[src/sv/rkf_pkg.sv]
`timescale 1ns / 1ps
// ----------------------------------------------------------------------------
// Replay key filter package
// Store dimensions, the token that travels along the cell row, the store
// write command and the controller states.
// ----------------------------------------------------------------------------
package rkf_pkg;

  localparam int STORE_DEPTH = 64;
  localparam int WORD_W      = 64;
  localparam int KEY_W       = 4 * WORD_W;
  localparam int SLOT_W      = $clog2(STORE_DEPTH);
  localparam int CNT_W       = $clog2(STORE_DEPTH + 1);

  typedef struct packed {
    logic             active;
    logic             hit;
    logic [CNT_W-1:0] left;
  } tok_t;

  typedef struct packed {
    logic              en;
    logic [SLOT_W-1:0] slot;
  } wr_t;

  typedef enum logic [1:0] {
    ST_IDLE,
    ST_SCAN,
    ST_FINISH
  } state_e;

endpackage

[src/sv/rkf_cell.sv]
`timescale 1ns / 1ps
// ----------------------------------------------------------------------------
// Replay key filter store cell
// Holds one stored key, compares it with the key under test while the token
// passes and hands the token on to the next cell in the following cycle.
// ----------------------------------------------------------------------------
module rkf_cell (
  input  logic                     clk_i,
  input  logic                     rst_ni,
  input  logic [rkf_pkg::KEY_W-1:0] key_i,
  input  logic                     we_i,
  input  rkf_pkg::tok_t            tok_i,
  output rkf_pkg::tok_t            tok_o
);

  logic [rkf_pkg::KEY_W-1:0] entry_q;
  rkf_pkg::tok_t             tok_d;
  rkf_pkg::tok_t             tok_q;
  logic                      live;

  assign live = (tok_i.left != '0);

  always_comb begin
    tok_d.active = tok_i.active;
    tok_d.hit    = tok_i.hit | (tok_i.active & live & (entry_q == key_i));
    tok_d.left   = live ? tok_i.left - 1'b1 : tok_i.left;
  end

  always_ff @(posedge clk_i) begin
    if (we_i) begin
      entry_q <= key_i;
    end
  end

  always_ff @(posedge clk_i or negedge rst_ni) begin
    if (!rst_ni) begin
      tok_q <= '0;
    end else begin
      tok_q <= tok_d;
    end
  end

  assign tok_o = tok_q;

endmodule

[config.mk]
export PLATFORM = sky130hd
export DESIGN_NAME = rkf_cell
export DESIGN_NICKNAME = d
export VERILOG_FILES = /design/src/sv/rkf_pkg.sv /design/src/sv/rkf_cell.sv
export SDC_FILE = /design/constraint.sdc
export NUM_CORES = 1
export LEC_CHECK = 0
export BUFFER_PORTS_ARGS = -buffer_cell sky130_fd_sc_hd__buf_4
export CORE_MARGIN = 4
export CORE_UTILIZATION = 45
export CTS_CLUSTER_SIZE = 30
export DETAILED_ROUTE_END_ITERATION = 10
export PLACE_DENSITY = 0.74
export REMOVE_ABC_BUFFERS = 1
export SETUP_SLACK_MARGIN = 0.5
export SLEW_MARGIN = 10
export SYNTH_ARGS = -nofsm -noshare
export SYNTH_HDL_FRONTEND = slang
export SYNTH_SLANG_ARGS = --single-unit
[constraint.sdc]
create_clock -name clk_i -period 7.4 [get_ports clk_i]
set_clock_uncertainty 0.2 [all_clocks]
set_input_delay 1.48 -clock clk_i [delete_from_list [all_inputs] [get_ports clk_i]]
set_output_delay 1.48 -clock clk_i [all_outputs]
set_load 0.02 [all_outputs]
==> impl_metrics.env <==
export IMPL_ctsResizeCount=0
export IMPL_setup_viol=0
export IMPL_wl_per_cell_um=19.98
export IMPL_path_delay_family="simple AND/OR/NAND/NOR gates"
export IMPL_final_hold_violation_count=0
export IMPL_synth_avg_cell_area_um2=15.05
export IMPL_port_buffers=276
export IMPL_critPathMaxStageDelay_ns=0.61
export IMPL_maxCapViolCount=0
export IMPL_path_max_fanout=3
export IMPL_drt_first_pass_iters=5
export IMPL_hp_class="flip-flop to flip-flop"
export IMPL_path_buf_inv=1
export IMPL_finalNetCount=1329
export IMPL_ys_flop_type="edfxtp_1"
export IMPL_rsz0062_at_grt="no"
export IMPL_path_cells="buf_4 > nor2b_1 > a2111o_1 > nor4_1 > nand4_1 > or4_1 > o41ai_2"
export IMPL_crit_path_end_kind="flip-flop"
export IMPL_cts_sinks=265
export IMPL_syn_area_um2=11320
export IMPL_cts_tree="yes"
export IMPL_cts_setup_buffers=0
export IMPL_pre_cts_slack_ns=3.367
export IMPL_dp_final_hpwl_um=21910
export IMPL_drtIter0Drc=517
export IMPL_path_class="primary input to flip-flop"
export IMPL_n_fill_cell=1956
export IMPL_track_usage=0.1965
export IMPL_wirelength_um=28160
export IMPL_cts_htree_levels=1
export IMPL_worst_setup_path_start_kind="primary input"
export IMPL_post_drt_via_cell_ratio=5.125
export IMPL_synth_area_leader_cell="edfxtp_1"
export IMPL_yosys_top_cells_count="256 x edfxtp_1, 87 x inv_1, 84 x xnor2_1, 70 x xor2_1, 39 x nor2b_1"
export IMPL_core_um2=24530
export IMPL_p_leak_nw=5.738
export IMPL_cts_root_buf="clkbuf_16"
export IMPL_ioPinCount=277
export IMPL_postSynthCellCount=752
export IMPL_synth_top_family_by_area="XOR/XNOR gates"
export IMPL_gr_total_overflow=0
export IMPL_crit_slowest_cell="nor4_1"
export IMPL_gp_congestion=0.7935
export IMPL_synth_xor_area_frac=0.1192
export IMPL_synthMuxAreaShare=0.0008845
export IMPL_area_growth_syn_to_layout_pct=29.91
export IMPL_period_share=0.4739
export IMPL_grt_pass1_vias=7604
export IMPL_period_minus_slack_ns=3.507
export IMPL_die_area_um2=27750
export IMPL_vias=7221
export IMPL_netlist_top_cells_area="edfxtp_1 68%, xnor2_1 6.5%, xor2_1 5.4%"
export IMPL_cts_buffer_depth=3
export IMPL_powerDensity_nw_per_um2=241.5
export IMPL_clock_latency_ns=0.53
export IMPL_antenna_found_initial=3
export IMPL_crit_arrival_ns=3.73
export IMPL_die_w_um=166.6
export IMPL_synthSimpleGateAreaFrac=0.07905
export IMPL_synth_fa_ha_area_frac=0.002211
export IMPL_grt_pass1_wl_um=42570
export IMPL_synth_seq_cells=265
export IMPL_tns_ns=0
export IMPL_num_rows=57
export IMPL_yosys_warnings=0
export IMPL_clk_pin_slew_ns=0.06
export IMPL_netlist_area_leader_share=0.6793
export IMPL_totalPowerFinal_mw=3.551
export IMPL_finalWorstSetupSlack_ns=3.893
export IMPL_die_h_um=166.6
export IMPL_drc=0
export IMPL_worst_pin_slew_ns=0.9303
export IMPL_drive_gt1_frac=0.2972
export IMPL_ys_async_sr_fraction=0.03396
export IMPL_ant_nets=0
export IMPL_start_util=0.4613
export IMPL_synth_edff_count=256
export IMPL_max_vdd_ir_drop_v=0.0001660
export IMPL_slew_violations=0
export IMPL_yosysMostFrequentCell="edfxtp_1"
export IMPL_crit_required_ns=7.62
export IMPL_postCtsHoldBufs=0
export IMPL_grt_max_degree=145
export IMPL_slew_headroom=0.3798
export IMPL_fmax_mhz=285.2
export IMPL_outcome="finished clean"
export IMPL_synth_compound_area_frac=0.06899
export IMPL_synth_cell_types=41
export IMPL_synth_seq_area_share=0.6992
export IMPL_cts_made_buffers=29
==> area by class of cell <==
| class | count | area, µm² | area share |
|---|---|---|---|
| timing repair buffer | 277 | 2100 | 0.1428 |
| clock buffer | 37 | 755.7 | 0.05140 |
| antenna | 5 | 12.51 | 0.0008511 |
| tap | 324 | 405.4 | 0.02757 |
| clock inverter | 15 | 115.1 | 0.007830 |
| inverter | 91 | 341.6 | 0.02323 |
| sequential | 265 | 7913 | 0.5382 |
| multi-input combinational | 395 | 3059 | 0.2081 |
==> flip-flops by register name, indices dropped and copies added, names as in the netlist <==
| signal | count |
|---|---|
| entry_q | 256 |
| tok_o | 9 |
==> report_power, final <==
group          total (mW)  leakage, nW  switching [mW]  internal [mW]
logic               0.381         2.70           0.181          0.200
registers            1.83         2.61          0.0489           1.78
clock network        1.34        0.427           0.557          0.783
total                3.55         5.74           0.787           2.76
==> through the flow <==
step	hold WS, ns	area, µm²	util	std cells
finish	0.5568	14700	0.5992	1409
global route	0.5652	14700	0.5990	1407
CTS	0.5545	14690	0.5987	1404
detailed placement	0.5411	13820	0.5632	1352
global placement	0.5054	13820	0.5632	1352
floorplan	0.4377	11310	-	751
==> worst min-delay path, cell delays in order, from the launching register on <==
cell and delay, ns:
edfxtp_1 0.34, a221oi_1 0.08, nand4_1 0.09, or4_1 0.13
o41ai_2 0.08
==> cells in the final DEF (no fill, tap or decap), types with 6 or more instances in the layout <==
cell       netlist  final
buf_4            0    275
edfxtp_1       256    256
inv_1           87     87
xnor2_1         84     84
xor2_1          70     70
nor2b_1         39     39
o22ai_1         34     34
nand4_1         31     31
nor4_1          30     30
clkbuf_16        0     29
nand2b_1        15     15
a2111oi_0       11     11
o2bb2ai_1       10     10
a22o_1          10     10
clkinv_1         1      9
dfrtp_1          9      9
nor2_1           8      8
clkbuf_1         1      8
o2111ai_1        6      6
a2111o_1         6      6
==> routing by layer <==
layer,wire length [µm],track usage
met5,0,0
met4,785,0.05301
met3,2810,0.07182
met2,13370,0.3245
met1,11200,0.2466
==> cells by family (layout without fill, tap and decap cells) <==
kind of cell	count (synthesis)	in the layout
AOI/OAI and AO/OA	94	94
xor gates and xnor gates	154	154
buffers and inverters	92	420
adders and majority gates	2	2
muxes	1	1
and+or+nand+nor	144	144
other	0	5
DFF	265	265
==> final timing paths <==
kind / from / endpoint / slack [ns] / cells after the start
max: key_i[235] / tok_o[7] / 3.89 / 7
min: entry_q[207] / tok_o[7] / 0.56 / 4
max reg2reg: entry_q[125] / tok_o[7] / 4.55 / 6
min reg2reg: entry_q[207] / tok_o[7] / 0.56 / 4
max in group asynchronous: rst_ni / tok_o[2] / 6.25 / 1
min in group asynchronous: rst_ni / tok_o[7] / 0.59 / 1
No activity file was read; power rests on OpenSTA's default activity.
