<file path="src/sv/rkf_pkg.sv">
`timescale 1ns / 1ps
// ----------------------------------------------------------------------------
// Replay key filter package
// Store dimensions, the token that travels along the cell row, the store
// write command and the controller states.
// ----------------------------------------------------------------------------
package rkf_pkg;

  localparam int STORE_DEPTH = 64;
  localparam int WORD_W      = 64;
  localparam int KEY_W       = 4 * WORD_W;
  localparam int SLOT_W      = $clog2(STORE_DEPTH);
  localparam int CNT_W       = $clog2(STORE_DEPTH + 1);

  typedef struct packed {
    logic             active;
    logic             hit;
    logic [CNT_W-1:0] left;
  } tok_t;

  typedef struct packed {
    logic              en;
    logic [SLOT_W-1:0] slot;
  } wr_t;

  typedef enum logic [1:0] {
    ST_IDLE,
    ST_SCAN,
    ST_FINISH
  } state_e;

endpackage

</file>
<file path="src/sv/rkf_ctrl.sv">
`timescale 1ns / 1ps
// ----------------------------------------------------------------------------
// Replay key filter controller
// Takes in a key, launches the token into the cell row, waits for it at the
// far end, then answers and stores a fresh key at the ring write slot.
// ----------------------------------------------------------------------------
module rkf_ctrl (
  input  logic                      clk_i,
  input  logic                      rst_ni,
  input  logic                      s_axis_tvalid_i,
  output logic                      s_axis_tready_o,
  input  logic [rkf_pkg::KEY_W-1:0] s_axis_tdata_i,
  output logic                      m_axis_tvalid_o,
  input  logic                      m_axis_tready_i,
  output logic [7:0]                m_axis_tdata_o,
  output logic [rkf_pkg::KEY_W-1:0] key_o,
  output rkf_pkg::wr_t              wr_o,
  output rkf_pkg::tok_t             tok_o,
  input  rkf_pkg::tok_t             tok_i
);

  rkf_pkg::state_e                state_d, state_q;
  logic                           launch_d, launch_q;
  logic [rkf_pkg::KEY_W-1:0]      key_q;
  logic                           hit_d, hit_q;
  logic [rkf_pkg::SLOT_W-1:0]     slot_d, slot_q;
  logic [rkf_pkg::CNT_W-1:0]      cnt_d, cnt_q;
  logic                           out_valid_d, out_valid_q;
  logic                           out_fresh_d, out_fresh_q;
  logic                           accept;

  assign s_axis_tready_o = (state_q == rkf_pkg::ST_IDLE);
  assign accept          = s_axis_tvalid_i & s_axis_tready_o;

  always_comb begin
    state_d     = state_q;
    launch_d    = 1'b0;
    hit_d       = hit_q;
    slot_d      = slot_q;
    cnt_d       = cnt_q;
    out_valid_d = out_valid_q & ~m_axis_tready_i;
    out_fresh_d = out_fresh_q;
    wr_o.en     = 1'b0;
    wr_o.slot   = slot_q;
    unique case (state_q)
      rkf_pkg::ST_IDLE: begin
        if (accept) begin
          launch_d = 1'b1;
          state_d  = rkf_pkg::ST_SCAN;
        end
      end
      rkf_pkg::ST_SCAN: begin
        if (tok_i.active) begin
          hit_d   = tok_i.hit;
          state_d = rkf_pkg::ST_FINISH;
        end
      end
      rkf_pkg::ST_FINISH: begin
        if (!out_valid_q || m_axis_tready_i) begin
          out_valid_d = 1'b1;
          out_fresh_d = ~hit_q;
          state_d     = rkf_pkg::ST_IDLE;
          if (!hit_q) begin
            wr_o.en = 1'b1;
            slot_d  = (slot_q == rkf_pkg::SLOT_W'(rkf_pkg::STORE_DEPTH - 1)) ?
                      '0 : slot_q + 1'b1;
            if (cnt_q != rkf_pkg::CNT_W'(rkf_pkg::STORE_DEPTH)) begin
              cnt_d = cnt_q + 1'b1;
            end
          end
        end
      end
      default: begin
        state_d = rkf_pkg::ST_IDLE;
      end
    endcase
  end

  always_ff @(posedge clk_i or negedge rst_ni) begin
    if (!rst_ni) begin
      state_q     <= rkf_pkg::ST_IDLE;
      launch_q    <= 1'b0;
      hit_q       <= 1'b0;
      slot_q      <= '0;
      cnt_q       <= '0;
      out_valid_q <= 1'b0;
    end else begin
      state_q     <= state_d;
      launch_q    <= launch_d;
      hit_q       <= hit_d;
      slot_q      <= slot_d;
      cnt_q       <= cnt_d;
      out_valid_q <= out_valid_d;
    end
  end

  always_ff @(posedge clk_i) begin
    if (accept) begin
      key_q <= s_axis_tdata_i;
    end
    out_fresh_q <= out_fresh_d;
  end

  assign tok_o.active    = launch_q;
  assign tok_o.hit       = 1'b0;
  assign tok_o.left      = cnt_q;
  assign key_o           = key_q;
  assign m_axis_tvalid_o = out_valid_q;
  assign m_axis_tdata_o  = {7'b0, out_fresh_q};

endmodule

</file>
<file path="config.mk">
export PLATFORM = sky130hd
export DESIGN_NAME = rkf_ctrl
export DESIGN_NICKNAME = d
export VERILOG_FILES = /design/src/sv/rkf_pkg.sv /design/src/sv/rkf_ctrl.sv
export SDC_FILE = /design/constraint.sdc
export NUM_CORES = 1
export LEC_CHECK = 0
export BUFFER_PORTS_ARGS = -buffer_cell sky130_fd_sc_hd__buf_2
export CAP_MARGIN = 20
export CORE_AREA = 10 10 204 206
export CTS_CLUSTER_DIAMETER = 100
export DETAILED_ROUTE_END_ITERATION = 16
export DIE_AREA = 0 0 214 216
export PLACE_DENSITY = 0.58
export SLEW_MARGIN = 20
export SYNTH_ARGS = -nofsm -noshare
export SYNTH_HDL_FRONTEND = slang
export SYNTH_SLANG_ARGS = --single-unit
</file>
<file path="constraint.sdc">
create_clock -name clk_i -period 21 [get_ports clk_i]
set_input_delay 4.2 -clock clk_i [delete_from_list [all_inputs] [get_ports clk_i]]
set_output_delay 4.2 -clock clk_i [all_outputs]
set_load 0.02 [all_outputs]
</file>
==> impl_metrics.toml, run 1 <==
[timing]
setup_tns_ns = 0
worst_slew_pin_slew_ns = 0.950
period_needed_ns = 9.25
hold_viol = 0
min_period_over_period_pct = 44.0
finalSetupViolations = 0
clock-skew-final_ns = 0.00886
slew_violations = 0
slew_headroom_pct = 36.6
rsz0062_at_grt = "no"
fmax_mhz = 108

[flow_run]
drv_cap = 0

[min_path]
min_from = "state_q[1]"
min_path_cells = 1
min_to = "state_q[0]"
hold_path.class = "reg -> reg"

[finish]
layout_commonest_cell = "buf_2"
areaGrowthSynthToFinish_pct = 50.0
drive_gt1_share_pct = 63.1
final_cell_mix = "535 x buf_2, 257 x edfxtp_1, 31 x clkbuf_16"
nNetsFinal = 1184
final_util_pct = 34.7

[worst_setup_path]
critical_path_class = "in -> out"
crit_required_ns = 16.80
rrSetupSlack_ns = 18.42
arrival_ns = 5.05
worst_setup_path_end_kind = "output port"
crit_fanout = 14
r2r_cells = 3
r2r_start = "state_q[1]"
critPathLaunchType = "input port"
timing.rr.end = "key_o[120]"

[pwr]
power_report.internal_total_uw = 1160
clkPwrFrac_pct = 32.3
switching_share_pct = 31.0
worst_ir_drop_vdd_uv = 97.6
p_sw_uw = 522
seq_power_share_pct = 46.2
pwr-share-comb_pct = 21.5
p_per_area_nw_per_um2 = 130
p_leak_uw = 0.00545

[clock_network]
cts_root_buffer = "clkbuf_16"
h-tree-depth = 1
clock_latency_ns = 0.57
postCtsHoldBufs = 0
numCtsBuffers = 31
postCtsResizedCells = 0
post_cts_buffers = 0
cts.sinks = 275
clk_path_buf_depth = 3
cts.clk_slew.worst_paths_ns = 0.05
cts_tree = "built"

[grt]
grt_pass1_vias = 5908
grt_pass1_wl_mm = 44.0
grt_max_degree = 77
grt_overflow = 0
antenna_found_initial = 19
grt_usage_pct = 12.9

[synth]
async_reset_ff_share_pct = 6.55
syn_avg_cell_area_um2 = 25.1
synth_cell_types = 33
synth_edf_count = 257
synth-simple-area-share_pct = 1.94
synth_compound_area_share_pct = 0.780
yosysSeqAreaShare_pct = 94.3
synth_fa_ha_area_share_pct = 0.433
synthMuxAreaShare_pct = 0.419
synth_ff_type = "edfxtp_1"
yosys_warnings = 0
netlist_area_um2 = 8660
synth_top_family_by_area = "simple AND/OR/NAND/NOR gates"
ys_ff_latch = 275
synth-xor-area-share_pct = 0.794
synthCells = 345

[drt]
ant_nets = 0
via_count = 5633
drt-initial-drc-count = 324
drc_errors = 0
via_per_inst = 3.87
wl_per_cell_um = 21.8
wirelength_mm = 31.7
firstDrtPassIters = 4

[die]
die_height_um = 216
row_count = 71
core_area_um2 = 37400
die_x_um = 214
io_pins = 551
start_util_pct = 23.2
die_area_um2 = 46200

[placed_design]
dp_hpwl_mm = 25.7
io_buffers = 535
place.gp.congestion = 0.839

[run_status]
status = "complete, no violations"
registers in the layout (all words and copies together), names as in the netlist:
name / count
out_fresh_q: 1
m_axis_tvalid_o: 1
cnt_q: 7
slot_q: 6
launch_q: 1
key_o: 256
state_q: 2
hit_q: 1
per-stage QoR:
step	worst slack [ns]	hold slack (ns)	instance area [um^2]	total power, uW	instances
floorplan	10.25	0.466	8690	1020	352
global placement	11.75	0.491	11900	1160	1390
detailed placement	11.75	0.493	11900	1160	1390
CTS	11.75	0.502	13000	1720	1448
global route	11.72	0.522	13000	1760	1452
finish	11.75	0.506	13000	1680	1457
final cells by class:
cell class              count  area (um^2)
fillers                  3684        24400
flip-flops and latches    275         8170
repair buffers            538         2700
clock buffers              39          806
well taps                 511          639
multi-input cells          61          410
clock inverters            19          223
inverters                   5         23.8
diodes                      9         22.5
power by group through the flow:
stage,clock network (uW),registers (uW),logic (uW)
final,544,779,361
after global routing,586,789,390
after CTS,564,780,372
after detailed placement,0,791,372
after global placement,0,787,369
after floorplan,0,947,75.7
routing by layer:
metal / vias to the layer above / wire (um) / GRT usage, % / share of wire (%)
met5: - / 88 / 0 / 0.28
met4: 14 / 705 / 3.43 / 2.2
met3: 68 / 3560 / 6.83 / 11
met2: 319 / 16100 / 22.3 / 51
met1: 2740 / 11300 / 13.5 / 36
li1: 2492 / - / - / -
synth_stat cells, types with 2 or more instances:
cell type | n | area (um^2)
and3_1 | 3 | 18.8
o21ai_0 | 3 | 15.0
inv_1 | 4 | 15.0
nor2_1 | 4 | 15.0
dfrtp_1 | 18 | 450
buf_4 | 10 | 75.1
nand2_1 | 8 | 30.0
ha_1 | 3 | 37.5
nand3_1 | 3 | 15.0
edfxtp_1 | 257 | 7720
a21oi_1 | 2 | 10.0
nand2b_1 | 3 | 18.8
nand4_1 | 2 | 12.5
xnor2_1 | 6 | 52.6
cell families (layout without fill, tap and decap cells):
kind of cell,count (synthesis),after routing
flip-flops,275,275
AND/OR/NAND/NOR,29,29
buffers and inverters,16,601
AO/OA/AOI/OAI,11,11
XOR/XNOR,7,7
adder cells (fa/ha/maj),3,3
multiplexers,3,3
other,1,17
critical path: stages:
cell and delay [ns]:
buf_2 0.09, nor2b_1 0.05, or3_4 0.39, clkinv_4 0.13
buf_2 0.19
how the worst max path moves through the flow:
stage,from,cells past startpoint,endpoint
CTS,m_axis_tready_i,5,wr_o[6]
global placement,m_axis_tready_i,5,wr_o[6]
floorplan,s_axis_tvalid_i,1,launch_q
global route,m_axis_tready_i,5,wr_o[6]
finish,m_axis_tready_i,5,wr_o[6]
detailed placement,m_axis_tready_i,5,wr_o[6]
No activity file was read; power rests on OpenSTA's default activity.
==> run 2: changes to the inputs <==
--- a/config.mk
+++ b/config.mk
@@ -7,11 +7,11 @@
 export LEC_CHECK = 0
 export BUFFER_PORTS_ARGS = -buffer_cell sky130_fd_sc_hd__buf_2
 export CAP_MARGIN = 20
-export CORE_AREA = 10 10 204 206
+export CORE_AREA = 10 10 205 207
 export CTS_CLUSTER_DIAMETER = 100
 export DETAILED_ROUTE_END_ITERATION = 16
-export DIE_AREA = 0 0 214 216
-export PLACE_DENSITY = 0.58
+export DIE_AREA = 0 0 215 217
+export PLACE_DENSITY = 0.57
 export SLEW_MARGIN = 20
 export SYNTH_ARGS = -nofsm -noshare
 export SYNTH_HDL_FRONTEND = slang
==> constraint.sdc (replaced) <==
create_clock -name clk_i -period 9.7 [get_ports clk_i]
set_input_delay 1.94 -clock clk_i [delete_from_list [all_inputs] [get_ports clk_i]]
set_output_delay 1.94 -clock clk_i [all_outputs]
set_load 0.02 [all_outputs]
==> impl_metrics.toml, run 2 (synthesized netlist as in run 1, its figures left out) <==
[finish]
drive_gt1_share_pct = 63.3
nNetsFinal = 1183
largest_reg_flops = 256
final_cell_mix = "535 x buf_2, 257 x edfxtp_1, 31 x clkbuf_16"
layout_commonest_cell = "buf_2"
areaGrowthSynthToFinish_pct = 49.0
fillers = 3707
antenna_cells = 0

[flow_run]
drv_cap = 0

[grt]
grt_usage_pct = 11.8
grt_max_degree = 81
grt_pass1_vias = 5882
antenna_found_initial = 4
grt_overflow = 0
grt_pass1_wl_mm = 41.3

[pwr]
pwr-share-comb_pct = 21.8
clkPwrFrac_pct = 31.0
switching_share_pct = 30.8
worst_ir_drop_vdd_uv = 192
p_leak_uw = 0.00543
total_power_uw = 3570
power_report.internal_total_uw = 2470
p_per_area_nw_per_um2 = 277
p_sw_uw = 1100
seq_power_share_pct = 47.2

[clock_network]
cts_tree = "built"
post_cts_buffers = 0
clock_latency_ns = 0.56
cts.sinks = 275
postCtsHoldBufs = 0
cts_root_buffer = "clkbuf_16"
clk_path_buf_depth = 3
numCtsBuffers = 30
cts.clk_slew.worst_paths_ns = 0.06
postCtsResizedCells = 0
h-tree-depth = 1

[drt]
drc_errors = 0
ant_nets = 0
drt-initial-drc-count = 256
via_count = 5451
via_per_inst = 3.76
wirelength_mm = 29.8
firstDrtPassIters = 4
wl_per_cell_um = 20.6

[die]
row_count = 72
die_height_um = 217
start_util_pct = 22.7
core_area_um2 = 38100
die_x_um = 215
die_area_um2 = 46700
io_pins = 551

[worst_setup_path]
timing.rr.end = "key_o[57]"
crit_required_ns = 7.76
critical_path_class = "in -> out"
cp-endpoint = "wr_o[6]"
r2r_start = "state_q[1]"
critPathLaunchType = "input port"
r2r_cells = 3
rrSetupSlack_ns = 7.03
crit_fanout = 14
arrival_ns = 2.79
worst_setup_path_end_kind = "output port"
setup.worst_path.start = "m_axis_tready_i"

[timing]
rsz0062_at_grt = "no"
clock-skew-final_ns = 0.0135
period_needed_ns = 4.73
min_period_over_period_pct = 48.7
final.setup.worst_slack_ns = 4.97
fmax_mhz = 211
finalSetupViolations = 0
slew_headroom_pct = 29.6
setup_tns_ns = 0
worst_slew_pin_slew_ns = 1.06
slew_violations = 0
hold_viol = 0

[placed_design]
place.gp.congestion = 0.781
dp_hpwl_mm = 23.9
dpl_worst_slack_ns = 4.97
io_buffers = 535

[min_path]
hold_path.class = "reg -> reg"

[run_status]
status = "complete, no violations"
run 2: worst min path at each step:
stage	start	slack [ns]	cells after the start	end
2_1_floorplan	state_q[1]	0.47	1	state_q[0]
3_3_place_gp	state_q[1]	0.49	1	state_q[0]
3_5_place_dp	state_q[1]	0.50	1	state_q[0]
4_1_cts	state_q[1]	0.51	1	state_q[0]
5_1_grt	state_q[1]	0.54	1	state_q[0]
6_report	state_q[1]	0.51	1	state_q[0]
run 2: per-layer routing:
metal | wire (um) | GRT usage [%] | vias up
met2 | 15100 | 20.4 | 301
met1 | 10900 | 12.9 | 2633
met5 | 59 | 0 | -
met4 | 626 | 3.73 | 8
met3 | 3120 | 5.02 | 45
li1 | - | - | 2464
run 2: layout make-up:
class,instances,area (um^2),share of cell area (%)
Multi-Input combinational cell,61,410,3.18
Sequential cell,275,8170,63.3
Inverter,5,23.8,0.184
Clock buffer,36,795,6.15
Tap cell,518,648,5.02
Clock inverter,17,164,1.27
Timing Repair Buffer,538,2700,20.9
run 2: critical path: stages:
cell      delay [ns]
buf_2           0.09
nor2b_1         0.05
or3_4           0.39
clkinv_4        0.13
buf_2           0.19
run 2: power groups by stage:
stage | Sequential (uW) | Clock [uW] | Combinational, uW
global route | 1710 | 1200 | 835
finish | 1690 | 1110 | 779
CTS | 1690 | 1150 | 799
detailed placement | 1710 | 0 | 798
global placement | 1710 | 0 | 792
floorplan | 2050 | 0 | 164
run 2: metrics by stage:
step | hold WS (ns) | utilization (%) | instance area [um^2] | cells
after floorplan | 0.466 | - | 8690 | 352
after global placement | 0.494 | 31.4 | 12000 | 1397
after detailed placement | 0.498 | 31.4 | 12000 | 1397
after CTS | 0.508 | 33.9 | 12900 | 1450
after global routing | 0.539 | 33.9 | 12900 | 1450
final | 0.507 | 33.9 | 12900 | 1450
